File: src/rtl/pss_pkg.sv
// Package with shared types, codes, field widths, target clamp limit and reset constants of the swing-up sequencer.
`default_nettype none

package pss_pkg;

  // Run state codes, as reported on the run_state output.
  typedef enum logic [3:0] {
    MODE_STOP      = 4'd0,
    MODE_JUDGE     = 4'd1,
    MODE_L_START   = 4'd2,
    MODE_L_FIRST   = 4'd3,
    MODE_L_FLIP    = 4'd4,
    MODE_L_SECOND  = 4'd5,
    MODE_R_START   = 4'd6,
    MODE_R_FIRST   = 4'd7,
    MODE_R_FLIP    = 4'd8,
    MODE_R_SECOND  = 4'd9,
    MODE_BALANCE   = 4'd10
  } mode_e;

  // Key codes carried by each tick request.
  typedef enum logic [1:0] {
    KEY_NONE   = 2'd0,
    KEY_TOGGLE = 2'd1,
    KEY_UP     = 2'd2,
    KEY_DOWN   = 2'd3
  } key_e;

  // Configuration register indexes.
  typedef enum logic [2:0] {
    CFG_CENTER_ANGLE   = 3'd0,
    CFG_CENTER_RANGE   = 3'd1,
    CFG_START_DRIVE    = 3'd2,
    CFG_START_TIME     = 3'd3,
    CFG_JUDGE_PERIOD   = 3'd4,
    CFG_ANGLE_PERIOD   = 3'd5,
    CFG_POSITION_PERIOD = 3'd6,
    CFG_TARGET_STEP    = 3'd7
  } cfg_idx_e;

  // Field widths.
  localparam int ANGLE_BITS = 12;
  localparam int TGT_W      = 14;

  // Clamp limit of the position target.
  localparam int TARGET_LIMIT = 4080;
  localparam logic signed [TGT_W:0] TGT_MAX = (TGT_W+1)'(TARGET_LIMIT);
  localparam logic signed [TGT_W:0] TGT_MIN = (TGT_W+1)'(-TARGET_LIMIT);

  // Register reset values.
  localparam logic [ANGLE_BITS-1:0] RST_CENTER_ANGLE = 12'd2010;
  localparam logic [10:0]           RST_CENTER_RANGE = 11'd500;
  localparam logic [6:0]            RST_START_DRIVE  = 7'd35;
  localparam logic [15:0]           RST_START_TIME   = 16'd100;
  localparam logic [15:0]           RST_JUDGE_PERIOD = 16'd40;
  localparam logic [15:0]           RST_ANGLE_PERIOD = 16'd5;
  localparam logic [15:0]           RST_POS_PERIOD   = 16'd50;
  localparam logic [11:0]           RST_TARGET_STEP  = 12'd408;

endpackage

`default_nettype wire

File: src/rtl/pendulum_swing_up_sequencer.sv
// Top level of the pendulum swing-up sequencer: tick handling, mode machine, configuration and result registers.
`default_nettype none

// Each accepted request is one 1 ms tick (key, angle, speed) and yields exactly one result
// in the following clock cycle. The whole tick is evaluated by one pass of compares,
// counters and adds between the state registers and the result register, so a new tick
// may be accepted in every clock cycle; the input is stalled only while a finished result
// waits and the output side is not taking it. Configuration writes are always accepted
// and take effect on the next tick; they are expected only while no tick is in flight.
module pendulum_swing_up_sequencer (
  input  wire logic               clk_i,
  input  wire logic               rst_ni,

  // Configuration write channel.
  input  wire logic               cfg_valid_i,
  output logic                    cfg_ready_o,
  input  wire logic [2:0]         cfg_index_i,
  input  wire logic [15:0]        cfg_data_i,

  // Tick request channel.
  input  wire logic               in_valid_i,
  output logic                    in_ready_o,
  input  wire logic [1:0]         key_code_i,
  input  wire logic [11:0]        angle_i,
  input  wire logic signed [15:0] speed_i,

  // Result channel.
  output logic                    out_valid_o,
  input  wire logic               out_ready_i,
  output logic [3:0]              run_state_o,
  output logic signed [7:0]       drive_o,
  output logic                    pid_active_o,
  output logic                    angle_loop_due_o,
  output logic                    position_loop_due_o,
  output logic                    clear_integrals_o,
  output logic signed [15:0]      position_o,
  output logic signed [12:0]      position_target_o,
  output logic                    led_on_o
);

  // Configuration registers.
  logic [11:0] center_angle_q;
  logic [10:0] center_range_q;
  logic [6:0]  start_drive_q;
  logic [15:0] start_time_q;
  logic [15:0] judge_period_q;
  logic [15:0] angle_period_q;
  logic [15:0] pos_period_q;
  logic [11:0] target_step_q;

  // Sequencer state.
  pss_pkg::mode_e                 mode_q, mode_d, mode_k;
  logic signed [7:0]              held_q, held_d;
  logic [15:0]                    judge_cnt_q, judge_cnt_d;
  logic [15:0]                    inner_cnt_q, inner_cnt_d;
  logic [15:0]                    outer_cnt_q, outer_cnt_d;
  logic [15:0]                    timer_q, timer_d;
  logic [11:0]                    hist_q [3];
  logic [11:0]                    hist_d [3];
  logic [15:0]                    pos_q, pos_d;
  logic signed [pss_pkg::TGT_W-1:0] target_q, target_d;

  // Result register.
  logic        out_valid_q;
  logic [3:0]  run_state_q;
  logic signed [7:0] drive_q;
  logic        pid_q, adue_q, pdue_q, clr_q, led_q;
  logic signed [15:0] position_q;
  logic signed [12:0] target_out_q;

  logic pid_d, adue_d, pdue_d, clr_d;

  logic in_acc;
  logic cfg_acc;

  // Derived band limits and intermediate terms.
  logic signed [13:0] band_lo, band_hi;
  logic signed [pss_pkg::TGT_W:0] tgt_up, tgt_dn;
  logic [15:0] judge_inc, inner_inc, outer_inc, timer_dec;
  logic        judge_hit, timer_done;
  logic        peak_r, peak_l, band_pair, angle_ok;
  logic signed [13:0] a0, a1, a2;
  logic [15:0] pos_add;

  // Strict inside test of one sample against the centre band.
  function automatic logic in_band(input logic signed [13:0] a,
                                   input logic signed [13:0] lo,
                                   input logic signed [13:0] hi);
    in_band = (a > lo) && (a < hi);
  endfunction

  // Handshakes: the result register parts the two sides.
  assign in_ready_o  = !out_valid_q || out_ready_i;
  assign in_acc      = in_valid_i && in_ready_o;
  assign cfg_ready_o = 1'b1;
  assign cfg_acc     = cfg_valid_i;

  // Centre band, computed without wrap.
  assign band_lo = $signed({2'b00, center_angle_q}) - $signed({3'b000, center_range_q});
  assign band_hi = $signed({2'b00, center_angle_q}) + $signed({3'b000, center_range_q});

  // Key handling on the mode.
  always_comb begin
    mode_k = mode_q;
    if (pss_pkg::key_e'(key_code_i) == pss_pkg::KEY_TOGGLE) begin
      mode_k = (mode_q == pss_pkg::MODE_STOP) ? pss_pkg::MODE_L_START : pss_pkg::MODE_STOP;
    end
  end

  // Key handling on the position target, with clamp.
  assign tgt_up = {target_q[pss_pkg::TGT_W-1], target_q} + $signed({3'b000, target_step_q});
  assign tgt_dn = {target_q[pss_pkg::TGT_W-1], target_q} - $signed({3'b000, target_step_q});

  always_comb begin
    target_d = target_q;
    case (pss_pkg::key_e'(key_code_i))
      pss_pkg::KEY_UP: begin
        target_d = (tgt_up > pss_pkg::TGT_MAX) ? pss_pkg::TGT_MAX[pss_pkg::TGT_W-1:0]
                                               : tgt_up[pss_pkg::TGT_W-1:0];
      end
      pss_pkg::KEY_DOWN: begin
        target_d = (tgt_dn < pss_pkg::TGT_MIN) ? pss_pkg::TGT_MIN[pss_pkg::TGT_W-1:0]
                                               : tgt_dn[pss_pkg::TGT_W-1:0];
      end
      default: begin
        target_d = target_q;
      end
    endcase
  end

  // Counters and timer arithmetic.
  assign judge_inc  = judge_cnt_q + 16'd1;
  assign inner_inc  = inner_cnt_q + 16'd1;
  assign outer_inc  = outer_cnt_q + 16'd1;
  assign timer_dec  = timer_q - 16'd1;
  assign judge_hit  = judge_inc >= judge_period_q;
  assign timer_done = timer_dec == 16'd0;
  assign pos_add    = pos_q + speed_i;

  // Swing judgement on the shifted angle history.
  assign a0 = $signed({2'b00, angle_i});
  assign a1 = $signed({2'b00, hist_q[0]});
  assign a2 = $signed({2'b00, hist_q[1]});
  assign peak_r = (a0 > band_hi) && (a1 > band_hi) && (a2 > band_hi) && (a1 < a0) && (a1 < a2);
  assign peak_l = (a0 < band_lo) && (a1 < band_lo) && (a2 < band_lo) && (a1 > a0) && (a1 > a2);
  assign band_pair = in_band(a0, band_lo, band_hi) && in_band(a1, band_lo, band_hi);
  assign angle_ok  = in_band(a0, band_lo, band_hi);

  // Next mode.
  always_comb begin
    mode_d = mode_k;
    case (mode_k)
      pss_pkg::MODE_JUDGE: begin
        if (judge_hit) begin
          if (band_pair) begin
            mode_d = pss_pkg::MODE_BALANCE;
          end else if (peak_l) begin
            mode_d = pss_pkg::MODE_R_START;
          end else if (peak_r) begin
            mode_d = pss_pkg::MODE_L_START;
          end
        end
      end
      pss_pkg::MODE_L_START:  mode_d = pss_pkg::MODE_L_FIRST;
      pss_pkg::MODE_L_FLIP:   mode_d = pss_pkg::MODE_L_SECOND;
      pss_pkg::MODE_R_START:  mode_d = pss_pkg::MODE_R_FIRST;
      pss_pkg::MODE_R_FLIP:   mode_d = pss_pkg::MODE_R_SECOND;
      pss_pkg::MODE_L_FIRST: begin
        if (timer_done) mode_d = pss_pkg::MODE_L_FLIP;
      end
      pss_pkg::MODE_R_FIRST: begin
        if (timer_done) mode_d = pss_pkg::MODE_R_FLIP;
      end
      pss_pkg::MODE_L_SECOND, pss_pkg::MODE_R_SECOND: begin
        if (timer_done) mode_d = pss_pkg::MODE_JUDGE;
      end
      pss_pkg::MODE_BALANCE: begin
        if (!angle_ok) mode_d = pss_pkg::MODE_STOP;
      end
      default: begin
        mode_d = pss_pkg::MODE_STOP;
      end
    endcase
  end

  // Datapath and strobes for the current mode.
  always_comb begin
    held_d      = held_q;
    judge_cnt_d = judge_cnt_q;
    inner_cnt_d = inner_cnt_q;
    outer_cnt_d = outer_cnt_q;
    timer_d     = timer_q;
    hist_d      = hist_q;
    pos_d       = pos_add;
    pid_d       = 1'b0;
    adue_d      = 1'b0;
    pdue_d      = 1'b0;
    clr_d       = 1'b0;
    case (mode_k)
      pss_pkg::MODE_JUDGE: begin
        judge_cnt_d = judge_inc;
        if (judge_hit) begin
          judge_cnt_d = 16'd0;
          hist_d[2]   = hist_q[1];
          hist_d[1]   = hist_q[0];
          hist_d[0]   = angle_i;
          if (band_pair) begin
            pos_d = 16'd0;
            clr_d = 1'b1;
          end
        end
      end
      pss_pkg::MODE_L_START, pss_pkg::MODE_R_FLIP: begin
        held_d  = $signed({1'b0, start_drive_q});
        timer_d = start_time_q;
      end
      pss_pkg::MODE_R_START, pss_pkg::MODE_L_FLIP: begin
        held_d  = -$signed({1'b0, start_drive_q});
        timer_d = start_time_q;
      end
      pss_pkg::MODE_L_FIRST, pss_pkg::MODE_R_FIRST: begin
        timer_d = timer_dec;
      end
      pss_pkg::MODE_L_SECOND, pss_pkg::MODE_R_SECOND: begin
        timer_d = timer_dec;
        if (timer_done) held_d = 8'sd0;
      end
      pss_pkg::MODE_BALANCE: begin
        pid_d       = 1'b1;
        inner_cnt_d = inner_inc;
        if (inner_inc >= angle_period_q) begin
          inner_cnt_d = 16'd0;
          adue_d      = 1'b1;
        end
        outer_cnt_d = outer_inc;
        if (outer_inc >= pos_period_q) begin
          outer_cnt_d = 16'd0;
          pdue_d      = 1'b1;
        end
      end
      default: begin
        held_d = 8'sd0;
      end
    endcase
  end

  // Configuration registers.
  always_ff @(posedge clk_i or negedge rst_ni) begin
    if (!rst_ni) begin
      center_angle_q <= pss_pkg::RST_CENTER_ANGLE;
      center_range_q <= pss_pkg::RST_CENTER_RANGE;
      start_drive_q  <= pss_pkg::RST_START_DRIVE;
      start_time_q   <= pss_pkg::RST_START_TIME;
      judge_period_q <= pss_pkg::RST_JUDGE_PERIOD;
      angle_period_q <= pss_pkg::RST_ANGLE_PERIOD;
      pos_period_q   <= pss_pkg::RST_POS_PERIOD;
      target_step_q  <= pss_pkg::RST_TARGET_STEP;
    end else if (cfg_acc) begin
      case (pss_pkg::cfg_idx_e'(cfg_index_i))
        pss_pkg::CFG_CENTER_ANGLE:    center_angle_q <= cfg_data_i[11:0];
        pss_pkg::CFG_CENTER_RANGE:    center_range_q <= cfg_data_i[10:0];
        pss_pkg::CFG_START_DRIVE:     start_drive_q  <= cfg_data_i[6:0];
        pss_pkg::CFG_START_TIME:      start_time_q   <= cfg_data_i;
        pss_pkg::CFG_JUDGE_PERIOD:    judge_period_q <= cfg_data_i;
        pss_pkg::CFG_ANGLE_PERIOD:    angle_period_q <= cfg_data_i;
        pss_pkg::CFG_POSITION_PERIOD: pos_period_q   <= cfg_data_i;
        pss_pkg::CFG_TARGET_STEP:     target_step_q  <= cfg_data_i[11:0];
        default: begin
        end
      endcase
    end
  end

  // Sequencer state, advanced once per accepted tick.
  always_ff @(posedge clk_i or negedge rst_ni) begin
    if (!rst_ni) begin
      mode_q      <= pss_pkg::MODE_STOP;
      held_q      <= 8'sd0;
      judge_cnt_q <= 16'd0;
      inner_cnt_q <= 16'd0;
      outer_cnt_q <= 16'd0;
      timer_q     <= 16'd0;
      hist_q[0]   <= 12'd0;
      hist_q[1]   <= 12'd0;
      hist_q[2]   <= 12'd0;
      pos_q       <= 16'd0;
      target_q    <= '0;
    end else if (in_acc) begin
      mode_q      <= mode_d;
      held_q      <= held_d;
      judge_cnt_q <= judge_cnt_d;
      inner_cnt_q <= inner_cnt_d;
      outer_cnt_q <= outer_cnt_d;
      timer_q     <= timer_d;
      hist_q      <= hist_d;
      pos_q       <= pos_d;
      target_q    <= target_d;
    end
  end

  // Result valid flag.
  always_ff @(posedge clk_i or negedge rst_ni) begin
    if (!rst_ni) begin
      out_valid_q <= 1'b0;
    end else if (in_acc) begin
      out_valid_q <= 1'b1;
    end else if (out_ready_i) begin
      out_valid_q <= 1'b0;
    end
  end

  // Result payload.
  always_ff @(posedge clk_i) begin
    if (in_acc) begin
      run_state_q  <= mode_d;
      drive_q      <= held_d;
      pid_q        <= pid_d;
      adue_q       <= adue_d;
      pdue_q       <= pdue_d;
      clr_q        <= clr_d;
      position_q   <= pos_d;
      target_out_q <= target_d[12:0];
      led_q        <= mode_d != pss_pkg::MODE_STOP;
    end
  end

  assign out_valid_o         = out_valid_q;
  assign run_state_o         = run_state_q;
  assign drive_o             = drive_q;
  assign pid_active_o        = pid_q;
  assign angle_loop_due_o    = adue_q;
  assign position_loop_due_o = pdue_q;
  assign clear_integrals_o   = clr_q;
  assign position_o          = position_q;
  assign position_target_o   = target_out_q;
  assign led_on_o            = led_q;

  // Every accepted tick is followed by a result.
  assert property (@(posedge clk_i) disable iff (!rst_ni) in_acc |=> out_valid_o)
    else $error("accepted tick produced no result");

  // Loop strobes come only from a balance step.
  assert property (@(posedge clk_i) disable iff (!rst_ni)
    out_valid_o && (angle_loop_due_o || position_loop_due_o) |-> pid_active_o)
    else $error("loop strobe outside balance step");

  // Balance entry never runs a balance step in the same tick.
  assert property (@(posedge clk_i) disable iff (!rst_ni)
    out_valid_o && clear_integrals_o |-> !pid_active_o &&
    (run_state_o == pss_pkg::MODE_BALANCE))
    else $error("integral clear without balance entry");

  // Judge and balance never hold a sequencer drive.
  assert property (@(posedge clk_i) disable iff (!rst_ni)
    out_valid_o && ((run_state_o == pss_pkg::MODE_JUDGE) ||
    (run_state_o == pss_pkg::MODE_BALANCE)) |-> (drive_o == 8'sd0))
    else $error("drive held in judge or balance");

endmodule

`default_nettype wire
File: config.mk
export PLATFORM = sky130hd
export DESIGN_NAME = pendulum_swing_up_sequencer
export DESIGN_NICKNAME = d
export VERILOG_FILES = /design/src/rtl/pss_pkg.sv /design/src/rtl/pendulum_swing_up_sequencer.sv
export SDC_FILE = /design/constraint.sdc
export NUM_CORES = 1
export LEC_CHECK = 0
export BUFFER_PORTS_ARGS = -buffer_cell sky130_fd_sc_hd__buf_4
export CORE_MARGIN = 2
export CORE_UTILIZATION = 40
export DETAILED_ROUTE_END_ITERATION = 10
export GPL_TIMING_DRIVEN = 1
export MAX_ROUTING_LAYER = met4
export PLACE_DENSITY = 0.54
export SKIP_LAST_GASP = 1
export SYNTH_ARGS = -nofsm -noshare
export SYNTH_HDL_FRONTEND = slang
export SYNTH_SLANG_ARGS = --single-unit
File: constraint.sdc
create_clock -name clk_i -period 10.4 [get_ports clk_i]
set_input_delay 1.56 -clock clk_i [delete_from_list [all_inputs] [get_ports clk_i]]
set_output_delay 1.56 -clock clk_i [all_outputs]
set_load 0.005 [all_outputs]
# Word level (Yosys, flattened, before mapping)

Cells that the tools add are included.

Word-level logic and storage cells: 148
Input bits: 54
Register bits: 283

Eq/ne operators: 20
Mux-type cells: 29
$add $sub $neg: 10
Magnitude comparators: 19
Reduce and logical (&&, ||, !) cells: 41

Operators by type and width:

| cell                  | number |
|---|---|
| $mux 16               | 6 |
| $add 16x1->16 const B | 3 |
| $ge 16x16->1          | 3 |
| $gt 12x13->1          | 3 |
| $lt 13x13->1          | 3 |
| $mux 4                | 9 |
| $pmux 4 s9            | 1 |
| $pmux 16 s2           | 1 |
| $pmux 8 s4            | 1 |
| $mux 14               | 2 |
| $pmux 14 s2           | 1 |
| $gt 13x13->1          | 2 |
| $lt 12x13->1          | 2 |
| $reduce_and 2->1      | 13 |
| $gt 12x12->1          | 2 |
| $lt 12x12->1          | 2 |
| $add 16x16->16        | 1 |
| $eq 4x3->1 const B    | 4 |
| $logic_not 16->1      | 1 |
| $sub 16x1->16 const B | 1 |
| $add 14x13->15        | 1 |
| $gt 15x13->1 const B  | 1 |
| $lt 15x13->1 const B  | 1 |
| $sub 14x13->15        | 1 |
| 24 further kinds      | 54 |

# Longest topological paths before layout

Word-level depth: 12
Gate-level depth with buffers: 26
Mapped depth without buffers: 24

# Worst setup path after synthesis

Ideal clock, no wire load.

Path kind: reg2reg
Start point: register center_angle_q[1]
End point: register led_q (netlist: led_on_o) (data pin)
Path buffers: 1
Setup slack: 5489 ps
Setup time: 272 ps
Stages on the path, launching flop included: 25
Data arrival time: 4639 ps
Period minus slack after synthesis: 4911 ps
Cells stage by stage: dfstp_2 > ha_1 > nor2b_1 > o21ai_0 > a21oi_1 > o21ai_0 > a21oi_1 > o21ai_0 > a21oi_1 > o21a_1 > nor2_1 > o21ai_0 > xor2_1 > ha_1 > nand4_1 > nor2_1 > o21ai_0 > a21oi_1 > a2111oi_0 > o31a_1 > a211oi_1 > and3_1 > buf_2 > a211o_1 > or4_1

Cells in the longest elaborated chain, start to end: 12
Elaborated cells on any way between the ends: 30

RTL lines:

| item                           | line                               | text |
|---|---|---|
| start: declaration             | pendulum_swing_up_sequencer.sv:42  | `logic [11:0] center_angle_q;` |
| start signal: assignment       | pendulum_swing_up_sequencer.sv:250 | `center_angle_q <= pss_pkg::RST_CENTER_ANGLE;` |
| start signal: assignment       | pendulum_swing_up_sequencer.sv:260 | `pss_pkg::CFG_CENTER_ANGLE: center_angle_q <= cfg_data_i[11:0];` |
| $add 12x11->13                 | pendulum_swing_up_sequencer.sv:100 | `assign band_hi = $signed({2'b00, center_angle_q}) + $signed({3'b000, center_range_q});` |
| $gt 12x13->1                   | pendulum_swing_up_sequencer.sv:144 | `assign peak_r = (a0 > band_hi) && (a1 > band_hi) && (a2 > band_hi) && (a1 < a0) && (a1 < a2);` |
| $logic_and 1x1->1 (4 in a row) | pendulum_swing_up_sequencer.sv:144 |  |
| $mux 4                         | pendulum_swing_up_sequencer.sv:159 | `end else if (peak_r) begin` |
| $mux 4                         | pendulum_swing_up_sequencer.sv:157 | `end else if (peak_l) begin` |
| $mux 4                         | pendulum_swing_up_sequencer.sv:155 | `if (band_pair) begin` |
| $mux 4                         | pendulum_swing_up_sequencer.sv:154 | `if (judge_hit) begin` |
| $pmux 4 s9 (*)                 | pendulum_swing_up_sequencer.sv:152 | `case (mode_k)` |
| via mode_d[3]                  | pendulum_swing_up_sequencer.sv:52  | `pss_pkg::mode_e mode_q, mode_d, mode_k;` |
| $reduce_bool 4->1 (*)          | pendulum_swing_up_sequencer.sv:323 | `led_q <= mode_d != pss_pkg::MODE_STOP;` |
| end signal: assignment         | pendulum_swing_up_sequencer.sv:323 |  |
| end: declaration               | pendulum_swing_up_sequencer.sv:67  | `logic pid_q, adue_q, pdue_q, clr_q, led_q;` |

Mark *: on every way through the listed nets, which the timed path passes. The rest lies on a longest branch.
A chain may end at the register's enable or synchronous reset.

# Worst setup path in the final report

Ends and elaborated chain as after synthesis.

==> results.py <==
metrics = {
    "synth": {
        "yosysSeqAreaShare_pct": 38.2,
        "ys_async_sr_fraction_pct": 83.7,
        "netlist_top_cells_area": "dfrtp_1 27%, ha_1 13%, edfxtp_1 7.2%",
        "yosysTopAreaCellShare_pct": 26.8,
        "netlist_top_cells_count": "206 x dfrtp_1, 206 x o21ai_0, 204 x ha_1, 187 x nand2_1, 146 x inv_1",
        "synth_edf_count": 46,
        "synth-seq-cells": 283,
        "synth_nets": 2302,
        "synthDistinctLibCells": 93,
        "avgSynthCellArea_um2": 9.43,
        "synth_largest_area_cell": "dfrtp_1",
        "synthFlopType": "dfrtp_1",
        "yosys_warnings": 0,
        "syn_area_mm2": 0.0192,
        "syn_inst": 2039,
    },
    "timing": {
        "setup_viol": 0,
        "report.final.hold_viol_count": 0,
        "slew_viol_final": 0,
        "fin_crit_sh_pct": 59.1,
        "rsz0062_at_grt": "false",
        "max_slew_margin_pct": 17.9,
        "fin_skew_ns": 0.0283,
        "period_needed_ns": 6.15,
        "fmax_ghz": 0.163,
        "setup-tns-final_ns": 0,
        "tightest_slew_ns": 1.22,
    },
    "final_layout": {
        "drive_gt1_share_pct": 16.2,
        "diodes": 0,
        "areaGrowthSynthToFinish_pct": 13.4,
        "nets": 2386,
        "fin_cells": 2764,
    },
    "power": {
        "pwr_density_cell_mw_per_mm2": 239,
        "power_leakage_nw": 10.1,
        "max-vdd-ir-drop_uv": 122,
    },
    "setup_path": {
        "crit_type": "reg2reg",
        "cpPeakStageDelay_ns": 0.76,
        "crit_path_top_delay_cell": "a2111oi_0",
        "path_cells": "ha_1, nor2b_1, o21ai_0, a21oi_1, o21ai_0, a21oi_1, o21ai_0, a21oi_1, o21a_1, nor2_1, o21ai_0, xor2_1, ha_1, nand4_1, nor2_1, o21ai_0, a21oi_1, a2111oi_0, o31a_1, a211oi_1, and3_1, a211o_1, or4_1",
        "end_kind": "register",
        "crit_arrival_ns": 6.44,
        "crit_buf_inv": 0,
        "cp_max_fo": 24,
        "start_kind": "register",
        "crit_required_ns": 10.69,
        "cp_common_cell": "o21ai_0",
        "critPathTopFamily": "compound AO/OA/AOI/OAI gates",
    },
    "clock_tree": {
        "post_cts_buffers": 0,
        "insertion_delay_ns": 0.55,
        "cts_inserted_buffers": 35,
        "htreeDepth": 2,
        "cts.sinks": 283,
        "cts_resized": 0,
        "cts_root_buf": "clkbuf_16",
        "clk_path_buf_depth": 3,
        "cts_hold_buf": 0,
        "clk_pin_slew_worst_paths_ns": 0.06,
        "tritoncts": "done",
    },
    "drt": {
        "drtIter0Drc": 974,
        "final_antenna_net_count": 0,
        "viasPerCell": 5.44,
        "drcViolationCount": 0,
        "via_count": 15000,
        "drtPass1Iterations": 5,
        "routed_wirelength_mm": 49.0,
        "wire_per_inst_um": 17.7,
    },
    "die": {
        "ios": 103,
        "die_area_mm2": 0.0498,
        "core_mm2": 0.0476,
        "initial_core_util_pct": 40.4,
        "die_height_um": 223,
        "rows": 80,
        "fp.dieW_um": 223,
    },
    "run_status": {
        "outcome": "completed",
    },
    "job": {
        "maxCapViolations": 0,
    },
    "place": {
        "dp.cells": 2701,
        "port_buffers": 101,
        "hpwl_mm": 35.6,
        "place_congestion": 0.882,
    },
    "global_routing": {
        "grt_pass1_wl_mm": 80.0,
        "grt_max_degree": 162,
        "grt_overflow": 0,
        "antenna_found_initial": 1,
        "globalRouteTotalUtil_pct": 20.5,
        "first_global_vias": 14500,
    },
    "worst_hold_path": {
        "hold_class": "reg2reg",
    },
}
-- state kept, by name (all words and copies together), names as in the netlist, 11 cells and up --
name	flops
a1	12
a2	12
angle_period_q	16
center_angle_q	12
center_range_q	11
inner_cnt_q	16
judge_cnt_q	16
judge_period_q	16
outer_cnt_q	16
pos_period_q	16
pos_q	16
position_o	16
position_target_o	13
start_time_q	16
target_q	14
target_step_q	12
timer_q	16
-- tightest hold or removal path: stages, from the launching register on --
cell     delay (ns)
dfrtp_1        0.34
nand2_1        0.04
o21ai_0        0.06
-- per-layer routing --
| metal | part of all wire (%) | track usage [%] |
|---|---|---|
| met1 | 48 | 28.0 |
| met4 | 2.0 | 5.51 |
| met5 | 0 | - |
| met3 | 3.8 | 2.81 |
| met2 | 46 | 32.2 |
-- kinds of logic (layout without fill, tap and decap cells) --
kind of cell | after synthesis | count (layout) | share of synthesized area, %
muxes | 109 | 109 | 6.39
and+or+nand+nor | 594 | 594 | 15.1
buffers and inverters | 219 | 329 | 4.40
adders and majority gates | 209 | 209 | 13.8
other | 1 | 1 | 0.0195
AOI/OAI and AO/OA | 532 | 532 | 17.7
DFF | 283 | 283 | 38.2
xor gates and xnor gates | 92 | 92 | 4.33
-- power breakdown --
part           internal (W)  total, W  switching (W)
Combinational       0.00102   0.00235        0.00133
Sequential          0.00143   0.00163       0.000198
Clock              0.000727   0.00123       0.000505
Total               0.00318   0.00522        0.00203
-- cells in the final DEF (no fill, tap or decap), drive strengths merged, types with 48 or more instances in the layout --
master / instances
nor3: 49
a21oi: 99
o21ai: 213
mux2: 107
inv: 150
clkbuf: 49
xnor2: 53
nor2: 121
ha: 204
nand3: 48
dfrtp: 206
buf: 118
nand2: 188
-- path summary, 6_finish.rpt --
path,from,endpoint,slack [ns],cells after the start
max reg2reg,center_angle_q[1]$_DFFE_PN1P_,led_on_o$_DFFE_PP_,4.25,23
max in group asynchronous,rst_ni,center_range_q[1]$_DFFE_PN0P_,8.01,2
min in group asynchronous,rst_ni,target_q[10]$_DFFE_PN0P_,1.02,1
min reg2reg,held_q[7]$_DFFE_PN0P_,held_q[7]$_DFFE_PN0P_,0.48,2
min,held_q[7]$_DFFE_PN0P_,held_q[7]$_DFFE_PN0P_,0.48,2
max,center_angle_q[1]$_DFFE_PN1P_,led_on_o$_DFFE_PP_,4.25,23
-- per-stage QoR --
stage	total power [W]	hold WS, ns	area, µm²	util [%]	worst slack (ns)
after floorplan	0.00335	0.450	19200	-	5.49
after global placement	0.00393	0.462	20700	43.3	4.51
after detailed placement	0.00399	0.471	20700	43.3	4.36
after CTS	0.00526	0.485	21800	45.8	4.30
after global routing	0.00564	0.508	21800	45.8	3.69
final	0.00522	0.478	21800	45.8	4.25
-- cell type report --
type	count	area [µm²]
clock inverters	14	149
multi-input cells	1537	11100
fillers	4544	25800
well taps	615	769
repair buffers	118	906
flip-flops and latches	283	7350
inverters	148	557
clock buffers	49	998
No activity file was read; power rests on OpenSTA's default activity.
